## config.mk

```make
export PLATFORM = sky130hd
export DESIGN_NAME = bitmap_block_allocator_core_flat
export DESIGN_NICKNAME = d
export VERILOG_FILES = /design/src/rtl/bba_pkg.sv /design/src/rtl/bba_channels.sv /design/src/rtl/bitmap_block_allocator_core.sv /design/src/rtl/bba_map.sv /design/src/rtl/bba_shift_unit.sv /design/src/flat_wrapper.sv
export SDC_FILE = /design/constraint.sdc
export NUM_CORES = 1
export LEC_CHECK = 0
export BUFFER_PORTS_ARGS = -buffer_cell sky130_fd_sc_hd__clkbuf_2
export CAP_MARGIN = 20
export CORE_MARGIN = 2
export CORE_UTILIZATION = 45
export CTS_CLUSTER_SIZE = 30
export DETAILED_ROUTE_END_ITERATION = 7
export GPL_TIMING_DRIVEN = 1
export PLACE_DENSITY = 0.61
export SETUP_SLACK_MARGIN = 0.2
export SLEW_MARGIN = 20
export SYNTH_ARGS = -nofsm -noshare
export SYNTH_HDL_FRONTEND = slang
export SYNTH_SLANG_ARGS = --single-unit
```

## constraint.sdc

```tcl
create_clock -name clock -period 20.2 [get_ports clock]
set_input_delay 1.01 -clock clock [delete_from_list [all_inputs] [get_ports clock]]
set_output_delay 1.01 -clock clock [all_outputs]
set_load 0.02 [all_outputs]
```

## src/rtl/bba_pkg.sv

```systemverilog
package bba_pkg;

   // Defaults and fixed geometry of the bitmap
   localparam int MAP_WORDS_DEF = 8;
   localparam int WORD_BITS     = 32;

   localparam logic [4:0] SLOT_LOG2_MAX = 5'd16;

   // Request operations
   localparam logic OP_ALLOC = 1'b0;
   localparam logic OP_FREE  = 1'b1;

   // Response status codes
   localparam logic [1:0] STATUS_OK      = 2'd0;
   localparam logic [1:0] STATUS_FULL    = 2'd1;
   localparam logic [1:0] STATUS_OUTSIDE = 2'd2;

   // Control register indexes
   localparam logic [1:0] CSR_POOL_BASE    = 2'd0;
   localparam logic [1:0] CSR_SLOT_LOG2    = 2'd1;
   localparam logic [1:0] CSR_WORDS_IN_USE = 2'd2;

   // Control register reset values
   localparam logic [31:0] POOL_BASE_RST    = 32'd0;
   localparam logic [4:0]  SLOT_LOG2_RST    = 5'd4;
   localparam logic [3:0]  WORDS_IN_USE_RST = 4'd8;

   typedef enum logic [2:0] {
      ST_IDLE,
      ST_SUB,
      ST_LOCATE,
      ST_SET,
      ST_SCAN,
      ST_CLEAR,
      ST_RESP
   } state_type;

   typedef enum logic {
      SHIFT_LEFT,
      SHIFT_RIGHT
   } shift_dir_type;

   typedef struct packed {
      shift_dir_type dir;
      logic [31:0]   operand;
      logic [4:0]    amount;
   } unit_req_type;

   // Index of the lowest set bit; zero for an all-zero word
   function automatic logic [4:0] lowest_set(input logic [WORD_BITS-1:0] word);
      logic [4:0] pos;
      pos = 5'd0;
      for (int i = WORD_BITS - 1; i >= 0; i--) begin
         if (word[i]) begin
            pos = 5'(i);
         end
      end
      return pos;
   endfunction

endpackage

```

## src/rtl/bba_channels.sv

```systemverilog
interface bba_req_if;
   logic        valid;
   logic        ready;
   logic        operation;
   logic [31:0] free_address;

   modport source (output valid, output operation, output free_address, input ready);
   modport sink   (input valid, input operation, input free_address, output ready);
endinterface

interface bba_rsp_if;
   logic        valid;
   logic        ready;
   logic [31:0] slot_address;
   logic [1:0]  status;

   modport source (output valid, output slot_address, output status, input ready);
   modport sink   (input valid, input slot_address, input status, output ready);
endinterface

interface bba_csr_if;
   logic        valid;
   logic        ready;
   logic [1:0]  index;
   logic [31:0] data;

   modport source (output valid, output index, output data, input ready);
   modport sink   (input valid, input index, input data, output ready);
endinterface

```

## src/rtl/bitmap_block_allocator_core.sv

```systemverilog
// Channel   Direction  Payload                        Transaction when
// req_chan  in         operation, free_address        valid & ready
// rsp_chan  out        slot_address, status           valid & ready
// csr_chan  in         index, data                    valid & ready (ready always high)
//
// One request at a time; req_chan.ready is high only when no request is in work.
// Free: subtract the base, then shift and read the word, then write it with the bit set;
// a free past the end of the pool skips the write, one below the base skips the shift and
// the write, and an empty pool answers at once. Allocate: one word read per cycle,
// checked by the priority encoder; a full pool stops after the last word in use.
// Reset is synchronous, active high; the response holds until rsp_chan.ready is seen.
module bitmap_block_allocator_core #(
   parameter int MAP_WORDS = bba_pkg::MAP_WORDS_DEF
) (
   input  logic       clock,
   input  logic       reset,
   bba_req_if.sink    req_chan,
   bba_rsp_if.source  rsp_chan,
   bba_csr_if.sink    csr_chan
);

   localparam int IDX_W = (MAP_WORDS > 1) ? $clog2(MAP_WORDS) : 1;
   localparam int CW    = (IDX_W > 4) ? IDX_W : 4;

   bba_pkg::state_type state_ff, state_in;

   logic [31:0] base_ff, base_in;
   logic [4:0]  log2_ff, log2_in;
   logic [3:0]  words_ff, words_in;

   logic [31:0]      addr_ff, addr_in;
   logic [CW-1:0]    iss_ff, iss_in;
   logic [CW-1:0]    chk_ff, chk_in;
   logic             chk_vld_ff, chk_vld_in;
   logic [IDX_W-1:0] widx_ff, widx_in;
   logic [4:0]       bit_ff, bit_in;
   logic [31:0]      word_ff, word_in;
   logic [31:0]      res_addr_ff, res_addr_in;
   logic [1:0]       res_status_ff, res_status_in;

   logic [3:0]  act_words;
   logic [3:0]  last_word;
   logic [4:0]  sh_amt;
   logic [32:0] sub_full;
   logic        req_fire;
   logic        in_range;
   logic        hit;
   logic        scan_end;

   logic             rd_en;
   logic [IDX_W-1:0] rd_idx;
   logic [31:0]      rd_data;
   logic             wr_en;
   logic [IDX_W-1:0] wr_idx;
   logic [31:0]      wr_data;

   bba_pkg::unit_req_type unit_req;
   logic [31:0]           unit_result;

   bba_map #(
      .MAP_WORDS (MAP_WORDS),
      .IDX_W     (IDX_W)
   ) u_map (
      .clock   (clock),
      .reset   (reset),
      .rd_en   (rd_en),
      .rd_idx  (rd_idx),
      .rd_data (rd_data),
      .wr_en   (wr_en),
      .wr_idx  (wr_idx),
      .wr_data (wr_data)
   );

   bba_shift_unit u_shift (
      .req    (unit_req),
      .base   (base_ff),
      .result (unit_result)
   );

   assign act_words = (int'(words_ff) > MAP_WORDS) ? 4'(MAP_WORDS) : words_ff;
   assign last_word = act_words - 4'd1;
   assign sh_amt    = (log2_ff > bba_pkg::SLOT_LOG2_MAX) ? bba_pkg::SLOT_LOG2_MAX : log2_ff;
   assign sub_full  = {1'b0, addr_ff} - {1'b0, base_ff};
   assign req_fire  = req_chan.valid && req_chan.ready;
   assign in_range  = unit_result[31:5] < 27'(act_words);
   assign hit       = chk_vld_ff && (rd_data != '0);
   assign scan_end  = chk_vld_ff && (chk_ff == CW'(last_word));

   // Control registers
   always_comb begin
      base_in  = base_ff;
      log2_in  = log2_ff;
      words_in = words_ff;
      if (csr_chan.valid && csr_chan.ready) begin
         unique case (csr_chan.index)
            bba_pkg::CSR_POOL_BASE:    base_in  = csr_chan.data;
            bba_pkg::CSR_SLOT_LOG2:    log2_in  = csr_chan.data[4:0];
            bba_pkg::CSR_WORDS_IN_USE: words_in = csr_chan.data[3:0];
            default: ;
         endcase
      end
   end

   // Next state
   always_comb begin
      state_in = state_ff;
      unique case (state_ff)
         bba_pkg::ST_IDLE: begin
            if (req_fire) begin
               if (act_words == 4'd0) begin
                  state_in = bba_pkg::ST_RESP;
               end else if (req_chan.operation == bba_pkg::OP_FREE) begin
                  state_in = bba_pkg::ST_SUB;
               end else begin
                  state_in = bba_pkg::ST_SCAN;
               end
            end
         end
         bba_pkg::ST_SUB: begin
            state_in = sub_full[32] ? bba_pkg::ST_RESP : bba_pkg::ST_LOCATE;
         end
         bba_pkg::ST_LOCATE: begin
            state_in = in_range ? bba_pkg::ST_SET : bba_pkg::ST_RESP;
         end
         bba_pkg::ST_SET: begin
            state_in = bba_pkg::ST_RESP;
         end
         bba_pkg::ST_SCAN: begin
            if (hit) begin
               state_in = bba_pkg::ST_CLEAR;
            end else if (scan_end) begin
               state_in = bba_pkg::ST_RESP;
            end
         end
         bba_pkg::ST_CLEAR: begin
            state_in = bba_pkg::ST_RESP;
         end
         bba_pkg::ST_RESP: begin
            if (rsp_chan.ready) begin
               state_in = bba_pkg::ST_IDLE;
            end
         end
         default: state_in = bba_pkg::ST_IDLE;
      endcase
   end

   // Outputs and datapath
   always_comb begin
      req_chan.ready = 1'b0;
      rsp_chan.valid = 1'b0;
      csr_chan.ready = 1'b1;

      addr_in       = addr_ff;
      iss_in        = iss_ff;
      chk_in        = chk_ff;
      chk_vld_in    = chk_vld_ff;
      widx_in       = widx_ff;
      bit_in        = bit_ff;
      word_in       = word_ff;
      res_addr_in   = res_addr_ff;
      res_status_in = res_status_ff;

      rd_en   = 1'b0;
      rd_idx  = widx_ff;
      wr_en   = 1'b0;
      wr_idx  = widx_ff;
      wr_data = word_ff;

      unit_req.dir     = bba_pkg::SHIFT_RIGHT;
      unit_req.operand = addr_ff;
      unit_req.amount  = sh_amt;

      unique case (state_ff)
         bba_pkg::ST_IDLE: begin
            req_chan.ready = 1'b1;
            if (req_fire) begin
               addr_in     = req_chan.free_address;
               iss_in      = '0;
               chk_in      = '0;
               chk_vld_in  = 1'b0;
               res_addr_in = '0;
               if (act_words != 4'd0) begin
                  res_status_in = bba_pkg::STATUS_OK;
               end else if (req_chan.operation == bba_pkg::OP_FREE) begin
                  res_status_in = bba_pkg::STATUS_OUTSIDE;
               end else begin
                  res_status_in = bba_pkg::STATUS_FULL;
               end
            end
         end
         bba_pkg::ST_SUB: begin
            addr_in = sub_full[31:0];
            if (sub_full[32]) begin
               res_status_in = bba_pkg::STATUS_OUTSIDE;
            end
         end
         bba_pkg::ST_LOCATE: begin
            widx_in = unit_result[IDX_W+4:5];
            bit_in  = unit_result[4:0];
            if (in_range) begin
               rd_en  = 1'b1;
               rd_idx = unit_result[IDX_W+4:5];
            end else begin
               res_status_in = bba_pkg::STATUS_OUTSIDE;
            end
         end
         bba_pkg::ST_SET: begin
            wr_en   = 1'b1;
            wr_data = rd_data | (32'd1 << bit_ff);
         end
         bba_pkg::ST_SCAN: begin
            // Issue one word per cycle; check the word read in the cycle before
            rd_en      = 1'b1;
            rd_idx     = iss_ff[IDX_W-1:0];
            chk_in     = iss_ff;
            chk_vld_in = 1'b1;
            if (iss_ff < CW'(last_word)) begin
               iss_in = iss_ff + CW'(1);
            end
            if (hit) begin
               word_in = rd_data;
               bit_in  = bba_pkg::lowest_set(rd_data);
               widx_in = chk_ff[IDX_W-1:0];
            end else if (scan_end) begin
               res_status_in = bba_pkg::STATUS_FULL;
            end
         end
         bba_pkg::ST_CLEAR: begin
            wr_en            = 1'b1;
            wr_data          = word_ff & ~(32'd1 << bit_ff);
            unit_req.dir     = bba_pkg::SHIFT_LEFT;
            unit_req.operand = 32'({widx_ff, bit_ff});
            res_addr_in      = unit_result;
            res_status_in    = bba_pkg::STATUS_OK;
         end
         bba_pkg::ST_RESP: begin
            rsp_chan.valid = 1'b1;
         end
         default: ;
      endcase
   end

   assign rsp_chan.slot_address = res_addr_ff;
   assign rsp_chan.status       = res_status_ff;

   always_ff @(posedge clock) begin
      if (reset) begin
         state_ff   <= bba_pkg::ST_IDLE;
         base_ff    <= bba_pkg::POOL_BASE_RST;
         log2_ff    <= bba_pkg::SLOT_LOG2_RST;
         words_ff   <= bba_pkg::WORDS_IN_USE_RST;
         chk_vld_ff <= 1'b0;
      end else begin
         state_ff   <= state_in;
         base_ff    <= base_in;
         log2_ff    <= log2_in;
         words_ff   <= words_in;
         chk_vld_ff <= chk_vld_in;
      end
   end

   always_ff @(posedge clock) begin
      addr_ff       <= addr_in;
      iss_ff        <= iss_in;
      chk_ff        <= chk_in;
      widx_ff       <= widx_in;
      bit_ff        <= bit_in;
      word_ff       <= word_in;
      res_addr_ff   <= res_addr_in;
      res_status_ff <= res_status_in;
   end

endmodule

```

## src/rtl/bba_map.sv

```systemverilog
module bba_map #(
   parameter int MAP_WORDS = bba_pkg::MAP_WORDS_DEF,
   parameter int IDX_W     = (MAP_WORDS > 1) ? $clog2(MAP_WORDS) : 1
) (
   input  logic                            clock,
   input  logic                            reset,
   input  logic                            rd_en,
   input  logic [IDX_W-1:0]                rd_idx,
   output logic [bba_pkg::WORD_BITS-1:0]   rd_data,
   input  logic                            wr_en,
   input  logic [IDX_W-1:0]                wr_idx,
   input  logic [bba_pkg::WORD_BITS-1:0]   wr_data
);

   logic [bba_pkg::WORD_BITS-1:0] mem [MAP_WORDS];
   logic [MAP_WORDS-1:0]          vld_ff;
   logic [MAP_WORDS-1:0]          vld_in;
   logic [bba_pkg::WORD_BITS-1:0] rd_word_ff;
   logic                          rd_vld_ff;

   always_comb begin
      vld_in = vld_ff;
      if (wr_en) begin
         vld_in[wr_idx] = 1'b1;
      end
   end

   always_ff @(posedge clock) begin
      if (reset) begin
         vld_ff    <= '0;
         rd_vld_ff <= 1'b0;
      end else begin
         vld_ff <= vld_in;
         if (rd_en) begin
            rd_vld_ff <= vld_ff[rd_idx];
         end
      end
   end

   always_ff @(posedge clock) begin
      if (wr_en) begin
         mem[wr_idx] <= wr_data;
      end
      if (rd_en) begin
         rd_word_ff <= mem[rd_idx];
      end
   end

   // A word never written since reset reads as all free
   assign rd_data = rd_vld_ff ? rd_word_ff : '1;

endmodule

```

## src/rtl/bba_shift_unit.sv

```systemverilog
module bba_shift_unit (
   input  bba_pkg::unit_req_type req,
   input  logic [31:0]           base,
   output logic [31:0]           result
);

   logic [31:0] shifted;

   always_comb begin
      if (req.dir == bba_pkg::SHIFT_LEFT) begin
         shifted = req.operand << req.amount;
         result  = base + shifted;
      end else begin
         shifted = req.operand >> req.amount;
         result  = shifted;
      end
   end

endmodule

```

## src/flat_wrapper.sv

```systemverilog
// flat-port wrapper written by rule: the top's interface ports become plain ports
module bitmap_block_allocator_core_flat 
#(
   parameter int MAP_WORDS = bba_pkg::MAP_WORDS_DEF
)
  (clock, reset, req_chan_valid, req_chan_operation, req_chan_free_address, req_chan_ready, rsp_chan_valid, rsp_chan_slot_address, rsp_chan_status, rsp_chan_ready, csr_chan_valid, csr_chan_index, csr_chan_data, csr_chan_ready);
  bba_req_if req_chan_i ();
  bba_rsp_if rsp_chan_i ();
  bba_csr_if csr_chan_i ();
  input  logic clock;
  input  logic reset;
  input wire logic [$bits(req_chan_i.valid)-1:0] req_chan_valid;
  input wire logic [$bits(req_chan_i.operation)-1:0] req_chan_operation;
  input wire logic [$bits(req_chan_i.free_address)-1:0] req_chan_free_address;
  output wire logic [$bits(req_chan_i.ready)-1:0] req_chan_ready;
  output wire logic [$bits(rsp_chan_i.valid)-1:0] rsp_chan_valid;
  output wire logic [$bits(rsp_chan_i.slot_address)-1:0] rsp_chan_slot_address;
  output wire logic [$bits(rsp_chan_i.status)-1:0] rsp_chan_status;
  input wire logic [$bits(rsp_chan_i.ready)-1:0] rsp_chan_ready;
  input wire logic [$bits(csr_chan_i.valid)-1:0] csr_chan_valid;
  input wire logic [$bits(csr_chan_i.index)-1:0] csr_chan_index;
  input wire logic [$bits(csr_chan_i.data)-1:0] csr_chan_data;
  output wire logic [$bits(csr_chan_i.ready)-1:0] csr_chan_ready;
  assign req_chan_i.valid = req_chan_valid;
  assign req_chan_i.operation = req_chan_operation;
  assign req_chan_i.free_address = req_chan_free_address;
  assign req_chan_ready = req_chan_i.ready;
  assign rsp_chan_valid = rsp_chan_i.valid;
  assign rsp_chan_slot_address = rsp_chan_i.slot_address;
  assign rsp_chan_status = rsp_chan_i.status;
  assign rsp_chan_i.ready = rsp_chan_ready;
  assign csr_chan_i.valid = csr_chan_valid;
  assign csr_chan_i.index = csr_chan_index;
  assign csr_chan_i.data = csr_chan_data;
  assign csr_chan_ready = csr_chan_i.ready;
  bitmap_block_allocator_core #(.MAP_WORDS(MAP_WORDS)) u_core (.clock(clock), .reset(reset), .req_chan(req_chan_i), .rsp_chan(rsp_chan_i), .csr_chan(csr_chan_i));
endmodule
```

==> results.yml <==
sta:
  relSlewSlack: 0.326
  fmax_mhz: 109
  rsz0062_at_grt: "no"
  drv_slew: 0
  worst_slew_pin_slew_ns: 0.998
  setup_viol: 0
  period_share: 0.454
  final_hold_viol_count: 0
  finalCriticalPeriod_ns: 9.18
  fin_skew_ns: 0.0294
  fin_setup_tns_ns: 0
power:
  p_leak_nw: 10.7
  power_w: 0.00393
  ir_drop_v: 0.000104
  power_density_nw_per_um2: 138
placement:
  port_buffers: 107
  gp_congestion: 0.991
  placed_area_sq_um: 26900
  hpwl_um: 50800
finish:
  syn_to_final_growth_pct: 11.4
  finalNetCount: 2679
  drive_gt1_frac: 0.118
  final_area_sq_um: 28600
  n_antenna_cell: 0
cts:
  clkSlewWorstSetupHoldPaths_ns: 0.06
  post-cts-setup-buffers: 0
  cts_sinks: 456
  cts_tree: "done"
  cts_made_buffers: 50
  insertion_delay_ns: 0.62
  cts_resized: 0
  cts-root-buf: "clkbuf_16"
  clockBufferDepth: 3
  hold_buffers: 0
  htree_num_levels: 2
global_route:
  grt_usage: 0.255
  grt_pass1_wl_um: 116000
  antenna_found_initial: 0
  grt_max_degree: 62
  globalRouteOverflowTotal: 0
  first_global_vias: 19300
routing:
  post_drt_wl_per_cell_um: 22.9
  drt_iter0_markers: 1841
  postRouteAntennaNets: 0
  vias: 19800
  drc: 0
  routed_wl_um: 76200
  drt-vias-per-instance: 5.95
  first_pass_iters: 6
synth:
  syn_inst: 2493
  synth_async_sr_flop_share: 0
  synth.ff_latch_count: 456
  ys_types: 81
  seq_area_frac_synth: 0.513
  synth_warnings: 0
  syn_avg_cell_area_sq_um: 10.3
  ys.flop_type: "edfxtp_1"
  synth_area_sq_um: 25700
  synth-edff-count: 402
  syn_nets: 2638
floorplanning:
  dieHeight_um: 243
  dieArea_sq_um: 58900
  die_w_um: 243
  ios: 109
  core-area_sq_um: 56400
  start_util: 0.455
  rows: 87
critical_path:
  critPathKind: "reg2reg"
  required_ns: 20.55
  slowest_delay_ns: 0.84
  critPathCaptureType: "flop"
  r2r_slack_ns: 11.02
  start_kind: "flop"
  crit_fanout: 51
  crit_path_top_delay_cell: "buf_4"
  arrival_ns: 9.53
hold_path:
  hp-class: "reg2reg"
flow_run:
  drv_cap: 0
status:
  status: "completed"
==> cell usage after synthesis, drive strengths merged, types with 10 or more instances <==
| cell type | count | area, sq um |
|---|---|---|
| o22ai | 37 | 231 |
| nor3b | 11 | 82.6 |
| mux2 | 10 | 113 |
| a31oi | 24 | 150 |
| nand3 | 55 | 275 |
| mux2i | 198 | 1980 |
| nand3b | 11 | 82.6 |
| nor2b | 17 | 106 |
| or3 | 20 | 125 |
| o31ai | 11 | 82.6 |
| nor2 | 275 | 1040 |
| ha | 71 | 888 |
| clkbuf | 111 | 418 |
| o21ai | 182 | 911 |
| o211ai | 16 | 120 |
| o21bai | 10 | 75.1 |
| and3 | 10 | 62.6 |
| edfxtp | 402 | 12100 |
| a21oi | 157 | 786 |
| nand2 | 313 | 1170 |
| xnor2 | 25 | 219 |
| inv | 67 | 251 |
| a21o | 25 | 188 |
| nand2b | 53 | 332 |
| a211oi | 36 | 270 |
| mux4 | 24 | 541 |
| xor2 | 26 | 228 |
| nor3 | 32 | 160 |
| dfxtp | 54 | 1080 |
| a31o | 35 | 307 |
| and2 | 21 | 131 |
| buf | 50 | 263 |
==> metal layers <==
| layer | wire length, um | vias to the layer above | share of wire | track usage |
|---|---|---|---|---|
| li1 | - | 9245 | - | - |
| met1 | 30300 | 9634 | 0.40 | 0.313 |
| met2 | 36700 | 720 | 0.48 | 0.431 |
| met3 | 4220 | 206 | 0.055 | 0.0351 |
| met4 | 4970 | 0 | 0.065 | 0.148 |
| met5 | 0 | - | 0 | 0 |
==> stage by stage <==
step	hold WS (ns)	util	instances	setup WS, ns
6_report	0.466	0.507	3330	11.02
4_1_cts	0.462	0.507	3330	11.10
3_5_place_dp	0.452	0.477	3238	11.16
2_1_floorplan	0.436	-	2493	13.05
3_3_place_gp	0.445	0.477	3238	11.52
5_1_grt	0.478	0.507	3330	10.39
==> kinds of logic after synthesis <==
kind of cell	count (synthesis)	synth area share
mux	232	0.103
xor+xnor	51	0.0174
other cells	1	0.000146
flops	456	0.513
compound gates	600	0.144
buf+inv	228	0.0363
simple gates	852	0.150
fa+ha+maj	73	0.0362
==> worst paths after layout <==
kind	startpoint	endpoint	cells after the start
setup / recovery	u_core.state_ff[0]	u_core.u_map.rd_word_ff[30]	27
hold reg to reg	u_core.base_ff[31]	u_core.base_ff[31]	2
hold / removal	u_core.base_ff[31]	u_core.base_ff[31]	2
setup reg to reg	u_core.state_ff[0]	u_core.u_map.rd_word_ff[30]	27
==> sequential cells by signal, summed over array words and instances (netlist names), 5 cells and up <==
register,flops
u_core.addr_ff,32
u_core.base_ff,32
u_core.word_ff,32
u_core.u_map.vld_ff,8
u_core.log2_ff,5
u_core.u_map.mem,256
u_core.rsp_chan.slot_address,32
u_core.u_map.rd_word_ff,32
u_core.bit_ff,5
==> report_power, final <==
part           internal, W  switching [W]
Combinational     0.000601       0.000988
Sequential         0.00125       0.000170
Clock             0.000541       0.000387
==> critical path, delay by kind of cell (launching register included) <==
| family | cells | cell delay, ns |
|---|---|---|
| xor gates and xnor gates | 1 | 0.17 |
| muxes | 3 | 0.68 |
| adders and majority gates | 2 | 0.69 |
| buffers and inverters | 3 | 1.46 |
| and+or+nand+nor | 6 | 2.05 |
| AOI/OAI and AO/OA | 12 | 3.17 |
| DFF | 1 | 0.66 |
==> cells in the final DEF, fill, tap and decap left out, types with 11 or more instances in the layout <==
master and n:
or3_1 20, xnor2_1 25, mux2i_1 198, a21o_1 25
ha_1 71, o21ai_0 180, o211ai_1 16, nand2_1 310
nand2b_1 51, a31o_1 29, xor2_1 26, edfxtp_1 402
clkbuf_2 107, nand3b_1 11, o31ai_1 11, nor2b_1 14
buf_4 43, inv_1 66, o22ai_1 37, nand3_1 55
a31oi_1 23, mux4_2 24, a211oi_1 36, and2_1 20
dfxtp_1 53, clkbuf_16 52, nor2_1 269, nor3_1 28
a21oi_1 157
==> cell type report <==
class	count	area, sq um
fill	5128	27800
clock buffer	62	1350
tap	756	946
timing repair buffer	150	858
multi-input combinational	1809	11700
clock inverter	30	329
sequential	456	13200
inverter	67	251
Power figures use the tool's default switching activity.
